### src/hw/rtl/rpi_pkg.sv
package rpi_pkg;

  localparam int FACE_COUNT = 6;
  localparam int CORNERS    = 4;
  localparam int QDEPTH     = 2;

  localparam logic [1:0] REQ_LOAD  = 2'd0;
  localparam logic [1:0] REQ_TRACE = 2'd1;
  localparam logic [1:0] REQ_QUERY = 2'd2;

  localparam logic [2:0] SLOT_NORMAL = 3'd4;
  localparam logic [2:0] SLOT_OFFSET = 3'd5;

  typedef enum logic [2:0] {
    K_CORNER,
    K_NORMAL,
    K_OFFSET,
    K_TRACE,
    K_QUERY
  } kind_t;

  typedef struct packed {
    kind_t              kind;
    logic [2:0]         face;
    logic [1:0]         corner;
    logic signed [31:0] ax;
    logic signed [31:0] ay;
    logic signed [31:0] az;
    logic signed [31:0] bx;
    logic signed [31:0] by;
    logic signed [31:0] bz;
  } cmd_t;

  typedef enum logic [3:0] {
    S_IDLE,
    S_SN,
    S_DC,
    S_DA,
    S_DIV,
    S_PT,
    S_EA,
    S_EB,
    S_EC,
    S_ED,
    S_EMUL,
    S_DIST,
    S_NEXT,
    S_QD,
    S_OUT
  } bstate_t;

  // projection planes
  localparam logic [1:0] PL_XY = 2'd0;
  localparam logic [1:0] PL_ZY = 2'd1;
  localparam logic [1:0] PL_XZ = 2'd2;

  function automatic logic signed [31:0] sat33(input logic signed [32:0] v);
    if (v[32] == v[31]) return v[31:0];
    return v[32] ? 32'sh8000_0000 : 32'sh7fff_ffff;
  endfunction

  function automatic logic signed [31:0] sat64(input logic signed [63:0] v);
    if ((&v[63:31]) || !(|v[63:31])) return v[31:0];
    return v[63] ? 32'sh8000_0000 : 32'sh7fff_ffff;
  endfunction

  function automatic logic signed [31:0] sat65(input logic signed [64:0] v);
    if ((&v[64:31]) || !(|v[64:31])) return v[31:0];
    return v[64] ? 32'sh8000_0000 : 32'sh7fff_ffff;
  endfunction

  function automatic logic signed [31:0] pick3(input logic signed [31:0] v0,
                                               input logic signed [31:0] v1,
                                               input logic signed [31:0] v2,
                                               input logic [1:0] k);
    case (k)
      2'd0: return v0;
      2'd1: return v1;
      default: return v2;
    endcase
  endfunction

endpackage

### src/hw/rtl/rpi_fifo.sv
module rpi_fifo (
  input  logic          clk,
  input  logic          rst,
  input  logic          push,
  input  rpi_pkg::cmd_t wdata,
  output logic          full,
  input  logic          pop,
  output rpi_pkg::cmd_t rdata,
  output logic          empty
);
  import rpi_pkg::*;

  localparam int PW = $clog2(QDEPTH);
  localparam int CW = $clog2(QDEPTH + 1);

  cmd_t          mem [QDEPTH];
  logic [PW-1:0] wp;
  logic [PW-1:0] rp;
  logic [CW-1:0] cnt;

  assign full = (cnt == CW'(QDEPTH));
  assign empty = (cnt == '0);
  assign rdata = mem[rp];

  always_ff @(posedge clk) begin
    if (push) mem[wp] <= wdata;
  end

  always_ff @(posedge clk) begin
    if (rst) begin
      wp <= '0;
      rp <= '0;
      cnt <= '0;
    end else begin
      if (push) wp <= (wp == PW'(QDEPTH - 1)) ? '0 : wp + 1'b1;
      if (pop) rp <= (rp == PW'(QDEPTH - 1)) ? '0 : rp + 1'b1;
      if (push && !pop) cnt <= cnt + 1'b1;
      else if (pop && !push) cnt <= cnt - 1'b1;
    end
  end

`ifndef SYNTHESIS
  a_no_push_full: assert property (@(posedge clk) disable iff (rst) push |-> !full)
    else $error("push into full queue");
  a_no_pop_empty: assert property (@(posedge clk) disable iff (rst) pop |-> !empty)
    else $error("pop from empty queue");
  a_cnt_range: assert property (@(posedge clk) disable iff (rst)
    (push && !pop) |=> (cnt == $past(cnt) + 1'b1))
    else $error("queue count lost a push");
`endif

endmodule

### config.mk
export PLATFORM = sky130hd
export DESIGN_NAME = rpi_fifo
export DESIGN_NICKNAME = d
export VERILOG_FILES = /design/src/hw/rtl/rpi_pkg.sv /design/src/hw/rtl/rpi_fifo.sv
export SDC_FILE = /design/constraint.sdc
export NUM_CORES = 1
export LEC_CHECK = 0
export BUFFER_PORTS_ARGS = -buffer_cell sky130_fd_sc_hd__buf_2
export CAP_MARGIN = 20
export CORE_MARGIN = 3
export CORE_UTILIZATION = 40
export CTS_CLUSTER_SIZE = 20
export DETAILED_ROUTE_END_ITERATION = 8
export PLACE_DENSITY = 0.6
export SLEW_MARGIN = 5
export SYNTH_ARGS = -nofsm -noshare
export SYNTH_HDL_FRONTEND = slang
export SYNTH_SLANG_ARGS = --single-unit
export TNS_END_PERCENT = 30
### constraint.sdc
create_clock -name clk -period 15.3 [get_ports clk]
set_clock_uncertainty 0.05 [all_clocks]
set_input_delay 4.59 -clock clk [delete_from_list [all_inputs] [get_ports clk]]
set_output_delay 4.59 -clock clk [all_outputs]
set_load 0.01 [all_outputs]
==> flow_summary.yaml, run 1 <==
run_status:
  outcome: "finished, final reports clean"
drt:
  met1_length_mm: 11.8
  ant_nets: 0
  dr_wl_met3_mm: 2.15
  vias: 7537
  dr.max_layer_used: "met5"
  route.detailed.drc: 0
  post_drt_wl_per_cell_um: 20.2
  wl_met2_mm: 16.7
  wirelength_mm: 31.8
  drt_iter0_markers: 262
  drt_pre_antenna_iters: 4
  avgViaCountPerCell: 4.78
global_routing:
  grt_usage_pct: 15.6
  grt_pass1_wl_mm: 46.3
  grt.overflow.total: 0
  grt_max_degree: 75
  grt_pass1_vias: 7974
  antenna_found_initial: 10
cells_and_area:
  final_cell_area_sq_um: 18500
  register_area_sq_um: 12100
  syn_to_final_growth_pct: 25.4
  multiInputGateArea_sq_um: 2370
  nNetsFinal: 1284
  drive_gt1_share_pct: 60.1
  n_fill_cell: 2998
synthesis:
  ys_types: 15
  synth_area_leaders: "edfxtp_1 (82%), mux2_2 (15%), buf_6 (1.7%), dfxtp_1 (0.68%), nor2_1 (0.13%)"
  yosysTopAreaCell: "edfxtp_1"
  ys.flop_type: "edfxtp_1"
  synth_seq_cells: 405
  seq_area_frac_synth_pct: 82.3
  syn_area_sq_um: 14700
  synth_area_per_cell_sq_um: 22.9
  synthArstFlopShare_pct: 0
  synth_commonest_cells: "edfxtp_1 (400), mux2_2 (200), buf_6 (22)"
  synth_edf_count: 400
  synth.top_cell.area_share_pct: 81.6
  syn_inst: 644
  synth_fp_nets: 849
  yosysWarnings: 0
  yosysMostFrequentCell: "edfxtp_1"
clocking:
  clk_pin_slew_ps: 60
  cts_buffer_depth: 3
  hold_buffers: 0
  ctsResizeCount: 0
  cts.htree.levels: 2
  clock_latency_ps: 530
  cts-root-buf: "clkbuf_16"
  cts-buffers-inserted: 43
  cts_sinks: 405
  cts_tree: "done"
  cts_setup_buffers: 0
setup_path:
  crit_type: "register to primary output"
  end_kind: "primary output"
  worstRegToRegCells: 2
  crit_required_ps: 10660
  crit_fanout: 74
  critPathArrivalTime_ps: 3000
  critPathLaunchType: "register"
timing:
  slew_headroom_pct: 33.0
  fin_crit_sh_pct: 50.0
  setup_tns_ps: 0
  finalSetupViolCount: 0
  worst_pin_slew_ps: 1000
  finalHoldViolCount: 0
  fin_crit_ps: 7640
  slew_violations: 0
  rsz0062_at_grt: "no"
  fin_ws_ps: 7660
  clock.fmax_ghz: 0.131
placement:
  dp_hpwl_mm: 21.0
  io_buffer_count: 405
  gp_congestion: 0.755
  place_ws_ps: 8100
  placed_area_sq_um: 17100
floorplan:
  dieArea_sq_um: 39100
  die_w_um: 198
  die_h_um: 198
  core_area_sq_um: 35900
  ios: 406
  rows: 69
  start_util_pct: 41.0
power:
  power_density_nw_per_um2: 138
  p_leak_nw: 6.86
  peakVddDrop_mv: 0.0997
flow_run:
  cap_violations: 0
worst_hold_path:
  holdPathStages: 2
  hold_class: "register to register"
-- flip-flops by register name, indices dropped and copies added (netlist names), named ones only --
| name | cells |
|---|---|
| cnt | 2 |
| mem | 400 |
| rp | 1 |
| wp | 1 |
-- report_power, final --
part / total [mW] / internal [mW] / switching, mW
Clock: 0.967 / 0.572 / 0.396
Sequential: 1.32 / 1.30 / 0.0209
Combinational: 0.257 / 0.118 / 0.139
-- worst paths after layout --
kind                                   end     start  slack, ps
worst max-delay path            rdata[115]  register       7660
worst min-delay path                cnt[1]    cnt[1]        450
worst max register to register   mem[1][7]        wp      12720
worst min register to register      cnt[1]    cnt[1]        450
-- critical path, cell delays in order (launching register included) --
cell and delay, ps:
dfxtp_4 910, buf_4 870, mux2_2 460, buf_2 150
-- final cells by class --
type / instances / share of cell area, %
inverter: 1 / 0.0203
antenna: 4 / 0.0542
sequential: 405 / 65.6
clock inverter: 17 / 0.678
clock buffer: 61 / 6.42
timing repair buffer: 412 / 11.3
tap: 461 / 3.12
multi-input combinational: 216 / 12.8
-- per-layer routing --
| layer | vias up | track usage, % |
|---|---|---|
| li1 | 3453 | - |
| met5 | - | 0 |
| met3 | 74 | 4.80 |
| met2 | 264 | 27.5 |
| met4 | 10 | 6.97 |
| met1 | 3736 | 17.4 |
-- kinds of logic after synthesis --
kind of cell	after synthesis	share of synthesized area [%]
buffers and inverters	23	1.71
xor gates and xnor gates	4	0.238
DFF	405	82.3
and+or+nand+nor	9	0.315
adders and majority gates	1	0.0850
muxes	200	15.3
AOI/OAI and AO/OA	2	0.0679
-- layout by cell type, fill, tap and decap left out --
cell type,count
a21oi_1,1
and2_4,1
and2b_2,1
buf_2,405
buf_4,7
bufinv_16,2
clkbuf_1,16
clkbuf_16,45
clkinv_1,10
clkinv_2,4
clkinvlp_4,1
dfxtp_1,4
dfxtp_4,1
diode_2,4
edfxtp_1,400
ha_1,1
inv_1,1
mux2_2,200
nor2_1,5
nor2b_4,1
o21ai_0,1
or3_1,1
xnor2_1,2
xor2_1,2
-- metrics by stage --
stage	std cells	util (%)	total power, mW	hold slack, ps
floorplan	644	-	1.50	411
global placement	1495	47.7	1.60	426
detailed placement	1495	47.7	1.60	448
CTS	1573	51.4	2.58	456
global route	1577	51.4	2.64	485
finish	1577	51.4	2.54	450
Power figures use the tool's default switching activity.
==> run 2, diff against run 1 <==
Settings changed: PLACE_DENSITY 0.6 to 0.62.
Clock period 15.3 ns to 6.5 ns, I/O delays scaled along.
==> run 2 against run 1 <==
Compared with the run above:
- clock power grew 130%
- cell count shrank 0.44%
- die area is the same
- sequential power grew 130%
- routed wire length shrank 3.8%
- non-clock buffer count grew 1
- hold slack lost 2.1 ps
- highest routed layer unchanged
==> flow_summary.yaml, run 2 (synthesis results as in run 1) <==
run_status:
  outcome: "finished, final reports clean"
timing:
  fin_crit_ps: 4590
  rsz0062_at_grt: "no"
  hold_ws_ps: 448
  worst_pin_slew_ps: 1040
  finalHoldViolCount: 0
  fin_crit_sh_pct: 70.7
  clock.fmax_ghz: 0.218
  finalSetupViolCount: 0
  slew_headroom_pct: 30.6
  slew_violations: 0
global_routing:
  grt_pass1_vias: 7925
  antenna_found_initial: 8
  grt_max_degree: 108
  grt_pass1_wl_mm: 45.0
  grt.overflow.total: 0
  grt_usage_pct: 15.1
clocking:
  cts_setup_buffers: 0
  cts_sinks: 405
  clock_latency_ps: 530
  cts-root-buf: "clkbuf_16"
  ctsResizeCount: 0
  hold_buffers: 0
  cts-buffers-inserted: 41
  cts_tree: "done"
  clk_pin_slew_ps: 60
  cts_buffer_depth: 3
  cts.htree.levels: 2
drt:
  wirelength_mm: 30.6
  drt_iter0_markers: 370
  vias: 7486
  route.detailed.drc: 0
  post_drt_wl_per_cell_um: 19.5
  ant_nets: 0
  drt_pre_antenna_iters: 4
  avgViaCountPerCell: 4.77
worst_hold_path:
  hold_class: "register to register"
setup_path:
  critPathLaunchType: "register"
  end_kind: "primary output"
  crit_type: "register to primary output"
  crit_required_ps: 4500
  crit_fanout: 70
  critPathArrivalTime_ps: 2590
cells_and_area:
  layout_common_cells: "buf_2 (405), edfxtp_1 (400), mux2_2 (200)"
  nNetsFinal: 1283
  top_register: "mem"
  final_common_cell: "buf_2"
  layout.cells.non_filler: 1570
  syn_to_final_growth_pct: 25.8
  reg_top3: "mem (400), cnt (2)"
  drive_gt1_share_pct: 60.9
  largest_reg_flops: 400
  n_fill_cell: 2964
  finish.utilization_pct: 51.6
floorplan:
  start_util_pct: 41.0
  die_w_um: 198
  die_h_um: 198
  core_area_sq_um: 35900
  rows: 69
  dieArea_sq_um: 39100
  ios: 406
placement:
  io_buffer_count: 405
  gp_congestion: 0.750
  dp_hpwl_mm: 20.3
  dp_cells: 1496
power:
  power_density_nw_per_um2: 321
  peakVddDrop_mv: 0.218
  p_leak_nw: 6.89
flow_run:
  cap_violations: 0
## run 2: changes by cell type in the layout (fill, tap and decap cells not counted)
cell	before	now
clkbuf_16	45	43
inv_6	0	1
clkinv_1	10	8
buf_4	7	2
clkbuf_1	16	6
buf_12	0	5
clkinv_2	4	8
bufinv_16	2	3
clkinv_4	0	1
clkinvlp_4	1	0
buf_16	0	1
## run 2: power breakdown
group | internal [mW] | switching, mW | total [mW]
Sequential | 3.05 | 0.0524 | 3.10
Clock | 1.32 | 0.911 | 2.23
Combinational | 0.288 | 0.325 | 0.613
## run 2: final cells by class
| cell class | instances | area, sq um | share of cell area [%] |
|---|---|---|---|
| antenna | 4 | 10.0 | 0.0541 |
| clock buffer | 49 | 1100 | 5.93 |
| clock inverter | 21 | 178 | 0.959 |
| inverter | 1 | 3.75 | 0.0203 |
| multi-input combinational | 216 | 2370 | 12.8 |
| sequential | 405 | 12100 | 65.4 |
| tap | 461 | 577 | 3.11 |
| timing repair buffer | 413 | 2170 | 11.7 |
## run 2: metal layers
| metal | wire [um] | up-vias | part of all wire [%] | track usage, % |
|---|---|---|---|---|
| li1 | - | 3447 | - | - |
| met1 | 11700 | 3704 | 38 | 17.7 |
| met2 | 15600 | 271 | 51 | 25.6 |
| met3 | 2390 | 56 | 7.8 | 4.82 |
| met4 | 868 | 8 | 2.8 | 6.53 |
| met5 | 59 | - | 0.19 | 0 |
## run 2: final timing paths
check / startpoint / endpoint / slack [ps] / depth (start not counted)
setup / recovery: register / rdata[108] / 1910 / 3
hold / removal: cnt[1] / cnt[1] / 450 / 2
setup reg to reg: wp / mem[1][134] / 4330 / 2
hold reg to reg: cnt[1] / cnt[1] / 450 / 2
## run 2: metrics by stage
step / worst slack (ps) / power (mW) / area (sq um) / setup TNS, ps
4_1_cts: 1790 / 6.04 / 18500 / 0
2_1_floorplan: -594 / 3.52 / 14700 / -118890
3_5_place_dp: 2410 / 3.78 / 17200 / 0
6_report: 1910 / 5.95 / 18500 / 0
5_1_grt: 1740 / 6.19 / 18500 / 0
3_3_place_gp: 2390 / 3.77 / 17200 / 0
## run 2: critical path: stages (launching register included)
cell	delay [ps]
dfxtp_4	1000
buf_12	420
mux2_2	400
buf_2	150
