## src/hw/rtl/rpi_pkg.sv

```systemverilog
package rpi_pkg;

  localparam int FACE_COUNT = 6;
  localparam int CORNERS    = 4;
  localparam int QDEPTH     = 2;

  localparam logic [1:0] REQ_LOAD  = 2'd0;
  localparam logic [1:0] REQ_TRACE = 2'd1;
  localparam logic [1:0] REQ_QUERY = 2'd2;

  localparam logic [2:0] SLOT_NORMAL = 3'd4;
  localparam logic [2:0] SLOT_OFFSET = 3'd5;

  typedef enum logic [2:0] {
    K_CORNER,
    K_NORMAL,
    K_OFFSET,
    K_TRACE,
    K_QUERY
  } kind_t;

  typedef struct packed {
    kind_t              kind;
    logic [2:0]         face;
    logic [1:0]         corner;
    logic signed [31:0] ax;
    logic signed [31:0] ay;
    logic signed [31:0] az;
    logic signed [31:0] bx;
    logic signed [31:0] by;
    logic signed [31:0] bz;
  } cmd_t;

  typedef enum logic [3:0] {
    S_IDLE,
    S_SN,
    S_DC,
    S_DA,
    S_DIV,
    S_PT,
    S_EA,
    S_EB,
    S_EC,
    S_ED,
    S_EMUL,
    S_DIST,
    S_NEXT,
    S_QD,
    S_OUT
  } bstate_t;

  // projection planes
  localparam logic [1:0] PL_XY = 2'd0;
  localparam logic [1:0] PL_ZY = 2'd1;
  localparam logic [1:0] PL_XZ = 2'd2;

  function automatic logic signed [31:0] sat33(input logic signed [32:0] v);
    if (v[32] == v[31]) return v[31:0];
    return v[32] ? 32'sh8000_0000 : 32'sh7fff_ffff;
  endfunction

  function automatic logic signed [31:0] sat64(input logic signed [63:0] v);
    if ((&v[63:31]) || !(|v[63:31])) return v[31:0];
    return v[63] ? 32'sh8000_0000 : 32'sh7fff_ffff;
  endfunction

  function automatic logic signed [31:0] sat65(input logic signed [64:0] v);
    if ((&v[64:31]) || !(|v[64:31])) return v[31:0];
    return v[64] ? 32'sh8000_0000 : 32'sh7fff_ffff;
  endfunction

  function automatic logic signed [31:0] pick3(input logic signed [31:0] v0,
                                               input logic signed [31:0] v1,
                                               input logic signed [31:0] v2,
                                               input logic [1:0] k);
    case (k)
      2'd0: return v0;
      2'd1: return v1;
      default: return v2;
    endcase
  endfunction

endpackage

```

## src/hw/rtl/rpi_front.sv

```systemverilog
module rpi_front (
  input  logic               in_valid,
  output logic               in_ready,
  input  logic [1:0]         req_type,
  input  logic [2:0]         face_index,
  input  logic [2:0]         slot_index,
  input  logic signed [31:0] a_x,
  input  logic signed [31:0] a_y,
  input  logic signed [31:0] a_z,
  input  logic signed [31:0] b_x,
  input  logic signed [31:0] b_y,
  input  logic signed [31:0] b_z,
  input  logic               full,
  output logic               push,
  output rpi_pkg::cmd_t      cmd
);
  import rpi_pkg::*;

  logic keep;

  always_comb begin
    keep = 1'b0;
    cmd.kind = K_TRACE;
    cmd.face = face_index;
    cmd.corner = slot_index[1:0];
    cmd.ax = a_x;
    cmd.ay = a_y;
    cmd.az = a_z;
    cmd.bx = b_x;
    cmd.by = b_y;
    cmd.bz = b_z;
    case (req_type)
      REQ_LOAD: begin
        // loads beyond the face or slot range are dropped here
        if (face_index < 3'(FACE_COUNT)) begin
          if (slot_index inside {[3'd0:3'd3]}) begin
            keep = 1'b1;
            cmd.kind = K_CORNER;
          end else if (slot_index == SLOT_NORMAL) begin
            keep = 1'b1;
            cmd.kind = K_NORMAL;
          end else if (slot_index == SLOT_OFFSET) begin
            keep = 1'b1;
            cmd.kind = K_OFFSET;
          end
        end
      end
      REQ_TRACE: begin
        keep = 1'b1;
        cmd.kind = K_TRACE;
      end
      REQ_QUERY: begin
        keep = 1'b1;
        cmd.kind = K_QUERY;
      end
      default: keep = 1'b0;
    endcase
  end

  assign in_ready = !full;
  assign push = in_valid && !full && keep;

endmodule

```

## config.mk

```make
export PLATFORM = sky130hd
export DESIGN_NAME = rpi_front
export DESIGN_NICKNAME = d
export VERILOG_FILES = /design/src/hw/rtl/rpi_pkg.sv /design/src/hw/rtl/rpi_front.sv
export SDC_FILE = /design/constraint.sdc
export NUM_CORES = 1
export LEC_CHECK = 0
export ABC_AREA = 1
export BUFFER_PORTS_ARGS = -buffer_cell sky130_fd_sc_hd__buf_2
export CORE_AREA = 2 2 156 158
export DETAILED_ROUTE_END_ITERATION = 16
export DIE_AREA = 0 0 158 160
export MAX_ROUTING_LAYER = met4
export PLACE_DENSITY = 0.38
export SYNTH_ARGS = -nofsm -noshare
export SYNTH_HDL_FRONTEND = slang
export SYNTH_SLANG_ARGS = --single-unit
```

## constraint.sdc

```tcl
create_clock -name vclk -period 0.8
set_input_delay 0.04 -clock vclk [all_inputs]
set_output_delay 0.04 -clock vclk [all_outputs]
set_load 0.02 [all_outputs]
```

==> out/qor_table.md, run 1 <==
| Item | Reported |
|---|---|
| Run status | finished clean |
| Detailed Route Iter0 Violations | 30 |
| Data arrival, critical path | 0.74 ns |
| Most frequent cells in the layout | sky130_fd_sc_hd__buf_2, sky130_fd_sc_hd__nand2_1, sky130_fd_sc_hd__buf_6 |
| Routability-driven placement congestion ratio | 0.609 |
| Sequential area share after synthesis | 0% |
| Via Count | 536 |
| Final nets | 252 |
| Critical path's slowest cell | sky130_fd_sc_hd__ha_4 |
| Series of cell instances along the critical path | buf_6 > inv_2 > ha_4 > and2_4 > a21oi_2 > buf_6 |
| Number of buffers inserted for hold repair after clock tree synthesis | 0 |
| Fraction of the cycle the final worst path needs | 98.1% |
| Power after layout | 190 uW |
| Max-cap viol count | 0 |
| Global router's overall resource usage | 3.17% |
| Setup WS pre-CTS | -0.132 ns |
| Routed wire per std cell | 12.6 um |
| Cell area power density | 263 nW/um^2 |
| Maximum vdd ir drop | 0.161 mV |
| Area overhead of the layout relative to synthesis | -55.1% |
| Final-layout setup total negative slack | 0 ns |
| Number of hold violations in the final report | 0 |
| Antenna violations before repair | 0 |
| 1st-pass router iterations | 4 |
| Global-route wire length before repair | 5.18 mm |
| Post-layout instance count excluding filler cells | 368 |
| Cell repeated most along the worst path | sky130_fd_sc_hd__buf_6 |
| Final setup viols | 0 |
| Most area-hungry cell type in the Yosys netlist | sky130_fd_sc_hd__buf_4 |
| Cell types with the largest area share after synthesis | sky130_fd_sc_hd__buf_4, sky130_fd_sc_hd__ha_1, sky130_fd_sc_hd__inv_1 |
| Yosys top cell area share | 91.8% |
| Maximum number of pins on one net before global-route repair | 5 |
| Lkg Pwr | 0.183 nW |
| Crit path setup slack, layout | 0.0152 ns |
| Port Buffer Count | 18 |
| Floorplan die area | 25300 sq um |
| Delay contributed by the slowest stage of the critical path | 0.16 ns |
| Share of cells above drive strength 1 | 70.5% |
| Slew at the pin with the worst max-slew slack | 0.242 ns |
| Die extent in y | 160 um |
| Worst-path fanout max | 3 |
| Clock buffers | 0 |
| Via count of the first global-routing pass | 615 |
| Data required time at the worst endpoint | 0.76 ns |
| Number of primary I/O pins | 404 |
| Most frequent standard cell in the layout excluding fill and tap cells | sky130_fd_sc_hd__buf_2 |
| Sequential cell count | 0 |
| Post-synthesis instance total | 220 |
| Vias per inst | 1.46 |
| Warnings, synthesis | 0 |
| Placeable core region | 23800 sq um |
| Initial cell density of the core | 6.77% |
| Post-Place Cells | 367 |
| Type of the worst setup path | primary input to primary output |
| Number of nets in the synthesized netlist | 426 |
| Total length of routed wires | 4.64 mm |
| Worst setup SP type | primary input |
| Slew Viols, Final | 0 |
| Synthesized area | 1610 sq um |
| Antenna-violating nets left | 0 |
| Kind of end point of the critical path | primary output |
| Antenna Diode Count | 0 |
| Post-synthesis cell type count | 9 |
| Unrepaired setup endpoints after global routing | true |
| Drc violations | 0 |
| Worst setup startpoint | req_type[1] |
| Critical hold path startpoint | a_z[27] |
| Minimum period implied by the final worst setup slack | 0.785 ns |
| Die X-Extent | 158 um |
| Row Count | 57 |
| Slew headroom | 83.7% |
| Worst Hold Class | primary input to primary output |
| Sum of overflow across all layers after global routing | 0 |
| Sequential cell area | 0 sq um |
| Avg Synthesized Cell Area | 7.33 sq um |
| F_max | 1.27 GHz |
==> report_power, final <==
group	switching (mW)	leakage, nW	internal (mW)
logic	0.101	0.183	0.0893
registers	0	0	0
clock network	0	0	0
total	0.101	0.183	0.0893
==> repair_timing <==
item / CTS / global route
endpoints found under the setup margin: 3 / 3
pin swaps: 3 / 1
setup buffers: 0 / 1
gates resized for setup: 19 / 3
==> stage by stage <==
stage               hold WS, ns  cell area [sq um]  utilization, %
floorplan                 0.157               1610               -
global placement         0.0801                643            2.70
detailed placement       0.0801                643            2.70
CTS                      0.0801                704            2.96
global route             0.0800                723            3.04
finish                   0.0800                723            3.04
==> critical path: cells and delay by family <==
family	cells	cell delay [ns]
buf+inv	3	0.26
fa+ha+maj	1	0.16
simple gates	1	0.14
compound gates	1	0.14
==> path summary, 6_finish.rpt <==
kind | depth (start not counted) | end
setup / recovery | 6 | cmd[197]
hold / removal | 0 | cmd[123]
==> logic make-up after synthesis <==
family,after synthesis,share of synthesized area (%)
buffers and inverters,203,93.2
AND/OR/NAND/NOR,9,2.48
adder cells (fa/ha/maj),4,3.11
AO/OA/AOI/OAI,4,1.24
==> synthesized netlist by cell type (all sizes together) <==
| master | number |
|---|---|
| nor2 | 2 |
| o21ai | 1 |
| buf | 197 |
| nand3 | 1 |
| inv | 6 |
| ha | 4 |
| a21oi | 3 |
| nand2 | 5 |
| and2 | 1 |
==> routing by layer <==
layer | global-route usage [%] | wire length, um
met4 | 8.80 | 1300
met1 | 1.03 | 549
met2 | 3.32 | 1480
met3 | 2.77 | 1320
met5 | - | 0
==> cell type report <==
| class | instances | area (sq um) |
|---|---|---|
| Timing Repair Buffer | 21 | 144 |
| Fill cell | 2881 | 23100 |
| Multi-Input combinational cell | 17 | 149 |
| Tap cell | 324 | 405 |
| Inverter | 6 | 25.0 |
Note: power is estimated with default switching activity, not from simulation.
==> inputs of run 2 (changes only) <==
Settings changed: BUFFER_PORTS_ARGS -buffer_cell sky130_fd_sc_hd__buf_2 to -buffer_cell sky130_fd_sc_hd__buf_4.
==> run 2 against run 1 <==
Global-route usage hardly changed. Largest cell class unchanged. Sequential cell count stayed put. Final cell count is 0.54% lower.
==> out/qor_table.md, run 2 (synthesized netlist as in run 1, its figures left out) <==
| Item | Reported | Change |
|---|---|---|
| Die X-Extent | 158 um | unchanged |
| Data required time at the worst endpoint | 0.76 ns | about the same |
| Grt peak-use layer | met4 | unchanged |
| Area overhead of the layout relative to synthesis | -52.4% | was -55.1% |
| Fraction of the cycle the final worst path needs | 96.0% | was 98.1% |
| Cell area power density | 275 nW/um^2 | was 263 nW/um^2 |
| Worst path depth | 6 | unchanged |
| Most frequent cells in the layout | sky130_fd_sc_hd__buf_4, sky130_fd_sc_hd__nand2_1, sky130_fd_sc_hd__inv_1 | was sky130_fd_sc_hd__buf_2, sky130_fd_sc_hd__nand2_1, sky130_fd_sc_hd__buf_6 |
| Final-layout setup total negative slack | 0 ns | unchanged |
| Crit path setup slack, layout | 0.0316 ns | was 0.0152 ns |
| Routability-driven placement congestion ratio | 0.583 | was 0.609 |
| Sequential cell area | 0 sq um | unchanged |
| Finished Core Util | 3.22% | was 3.04% |
| Final Cell Area | 767 sq um | was 723 sq um |
| Antenna Diode Count | 0 | unchanged |
| Series of cell instances along the critical path | buf_12 > inv_8 > ha_4 > and2_4 > a21oi_2 > buf_4 | was buf_6 > inv_2 > ha_4 > and2_4 > a21oi_2 > buf_6 |
| Via count of the first global-routing pass | 614 | was 615 |
| Unrepaired setup endpoints after global routing | true | unchanged |
| Row Count | 57 | unchanged |
| Detailed Route Iter0 Violations | 28 | was 30 |
| Placeable core region | 23800 sq um | unchanged |
| Number of hold violations in the final report | 0 | unchanged |
| Vias per inst | 1.42 | was 1.46 |
| Final nets | 250 | was 252 |
| Global routing met1 resource utilization | 0.985% | was 1.03% |
| Total length of routed wires | 4.66 mm | was 4.64 mm |
| Critical path's slowest cell | sky130_fd_sc_hd__ha_4 | unchanged |
| Slew Viols, Final | 0 | unchanged |
| Drc violations | 0 | unchanged |
| DP Area | 681 sq um | was 643 sq um |
| Post-CTS Setup Inserts | 0 | unchanged |
| Most frequent standard cell in the layout excluding fill and tap cells | sky130_fd_sc_hd__buf_4 | was sky130_fd_sc_hd__buf_2 |
| Die extent in y | 160 um | unchanged |
| Maximum number of pins on one net before global-route repair | 5 | unchanged |
| Data arrival, critical path | 0.73 ns | was 0.74 ns |
| Worst setup SP type | primary input | unchanged |
| Sequential cell count | 0 | unchanged |
| Endpoint with the worst hold slack | cmd[123] | unchanged |
| Max-cap viol count | 0 | unchanged |
| Worst-path fanout max | 3 | unchanged |
| Worst Hold Class | primary input to primary output | unchanged |
| Delay contributed by the slowest stage of the critical path | 0.15 ns | was 0.16 ns |
| Maximum vdd ir drop | 0.183 mV | was 0.161 mV |
| Port Buffer Count | 18 | unchanged |
| Number of buffers inserted for hold repair after clock tree synthesis | 0 | unchanged |
| Via Count | 520 | was 536 |
| Critical path's top delay family | buffers and inverters | unchanged |
| Filler cell count in the final layout | 2877 | was 2881 |
| Worst hold-check slack | 0.0800 ns | unchanged |
| Number of buffers and inverters on the critical path | 3 | unchanged |
| Floorplan die area | 25300 sq um | unchanged |
| Initial cell density of the core | 6.77% | unchanged |
| Setup WS pre-CTS | -0.0705 ns | was -0.132 ns |
| 1st-pass router iterations | 4 | unchanged |
| Cells on Worst Hold Path | 0 | unchanged |
| Kind of end point of the critical path | primary output | unchanged |
| Slew at the pin with the worst max-slew slack | 0.244 ns | was 0.242 ns |
| Antenna violations before repair | 0 | unchanged |
| Global router's overall resource usage | 3.18% | was 3.17% |
| Share of cells above drive strength 1 | 69.0% | was 70.5% |
| Type of the worst setup path | primary input to primary output | unchanged |
| Global-route wire length before repair | 5.17 mm | was 5.18 mm |
| Run status | finished clean | unchanged |
| Sum of overflow across all layers after global routing | 0 | unchanged |
| Number of primary I/O pins | 404 | unchanged |
| Minimum period implied by the final worst setup slack | 0.768 ns | was 0.785 ns |
| Final setup viols | 0 | unchanged |
| Met2 capacity usage during global routing | 3.40% | was 3.32% |
| Lkg Pwr | 0.188 nW | was 0.183 nW |
| Routed wire per std cell | 12.7 um | was 12.6 um |
| Antenna-violating nets left | 0 | unchanged |
| F_max | 1.30 GHz | was 1.27 GHz |
| Clock buffers | 0 | unchanged |
| Fraction of met3 tracks used by global routing | 2.77% | unchanged |
| Slew headroom | 83.6% | was 83.7% |
| Critical hold path startpoint | a_z[27] | unchanged |
## run 2: changes by cell type in the layout (fill, tap and decap cells not counted)
| cell | previous run | this run |
|---|---|---|
| sky130_fd_sc_hd__buf_12 | 0 | 2 |
| sky130_fd_sc_hd__buf_2 | 13 | 0 |
| sky130_fd_sc_hd__buf_4 | 3 | 17 |
| sky130_fd_sc_hd__buf_6 | 5 | 0 |
| sky130_fd_sc_hd__ha_1 | 2 | 1 |
| sky130_fd_sc_hd__ha_4 | 2 | 3 |
| sky130_fd_sc_hd__inv_1 | 3 | 4 |
| sky130_fd_sc_hd__inv_2 | 2 | 0 |
| sky130_fd_sc_hd__inv_8 | 0 | 1 |
## run 2: how the worst max path moves through the flow
stage,start,to
global route,req_type[0],cmd[198]
CTS,req_type[0],push
global placement,req_type[0],cmd[197]
floorplan,req_type[0],cmd[197]
detailed placement,req_type[0],cmd[197]
finish,req_type[0],cmd[198]
## run 2: what timing repair did
| action | in CTS | in global routing |
|---|---|---|
| resized for setup | 8 | 14 |
| endpoints found under the setup margin | 3 | 3 |
| pin swaps | 3 | 6 |
## run 2: power by group
part	switching (mW)	total [mW]	internal (mW)
sequential	0	0	0
clock	0	0	0
combinational	0.104	0.211	0.107
## run 2: layer usage
| layer | part of all wire [%] | wire length (um) | vias to the layer above |
|---|---|---|---|
| met5 | 0 | 0 | - |
| met4 | 28 | 1320 | 0 |
| met3 | 28 | 1320 | 128 |
| met2 | 32 | 1500 | 140 |
| met1 | 11 | 522 | 144 |
| li1 | - | - | 108 |
## run 2: layout make-up
cell class,instances,area [sq um],share of cell area [%]
well taps,324,405,52.9
repair buffers,19,168,21.9
multi-input cells,17,161,21.0
inverters,6,32.5,4.24
## run 2: metrics by stage
stage,std cells,total power [mW]
3_3_place_gp,366,0.172
6_report,366,0.211
2_1_floorplan,220,1.50
3_5_place_dp,366,0.168
5_1_grt,366,0.227
4_1_cts,366,0.184
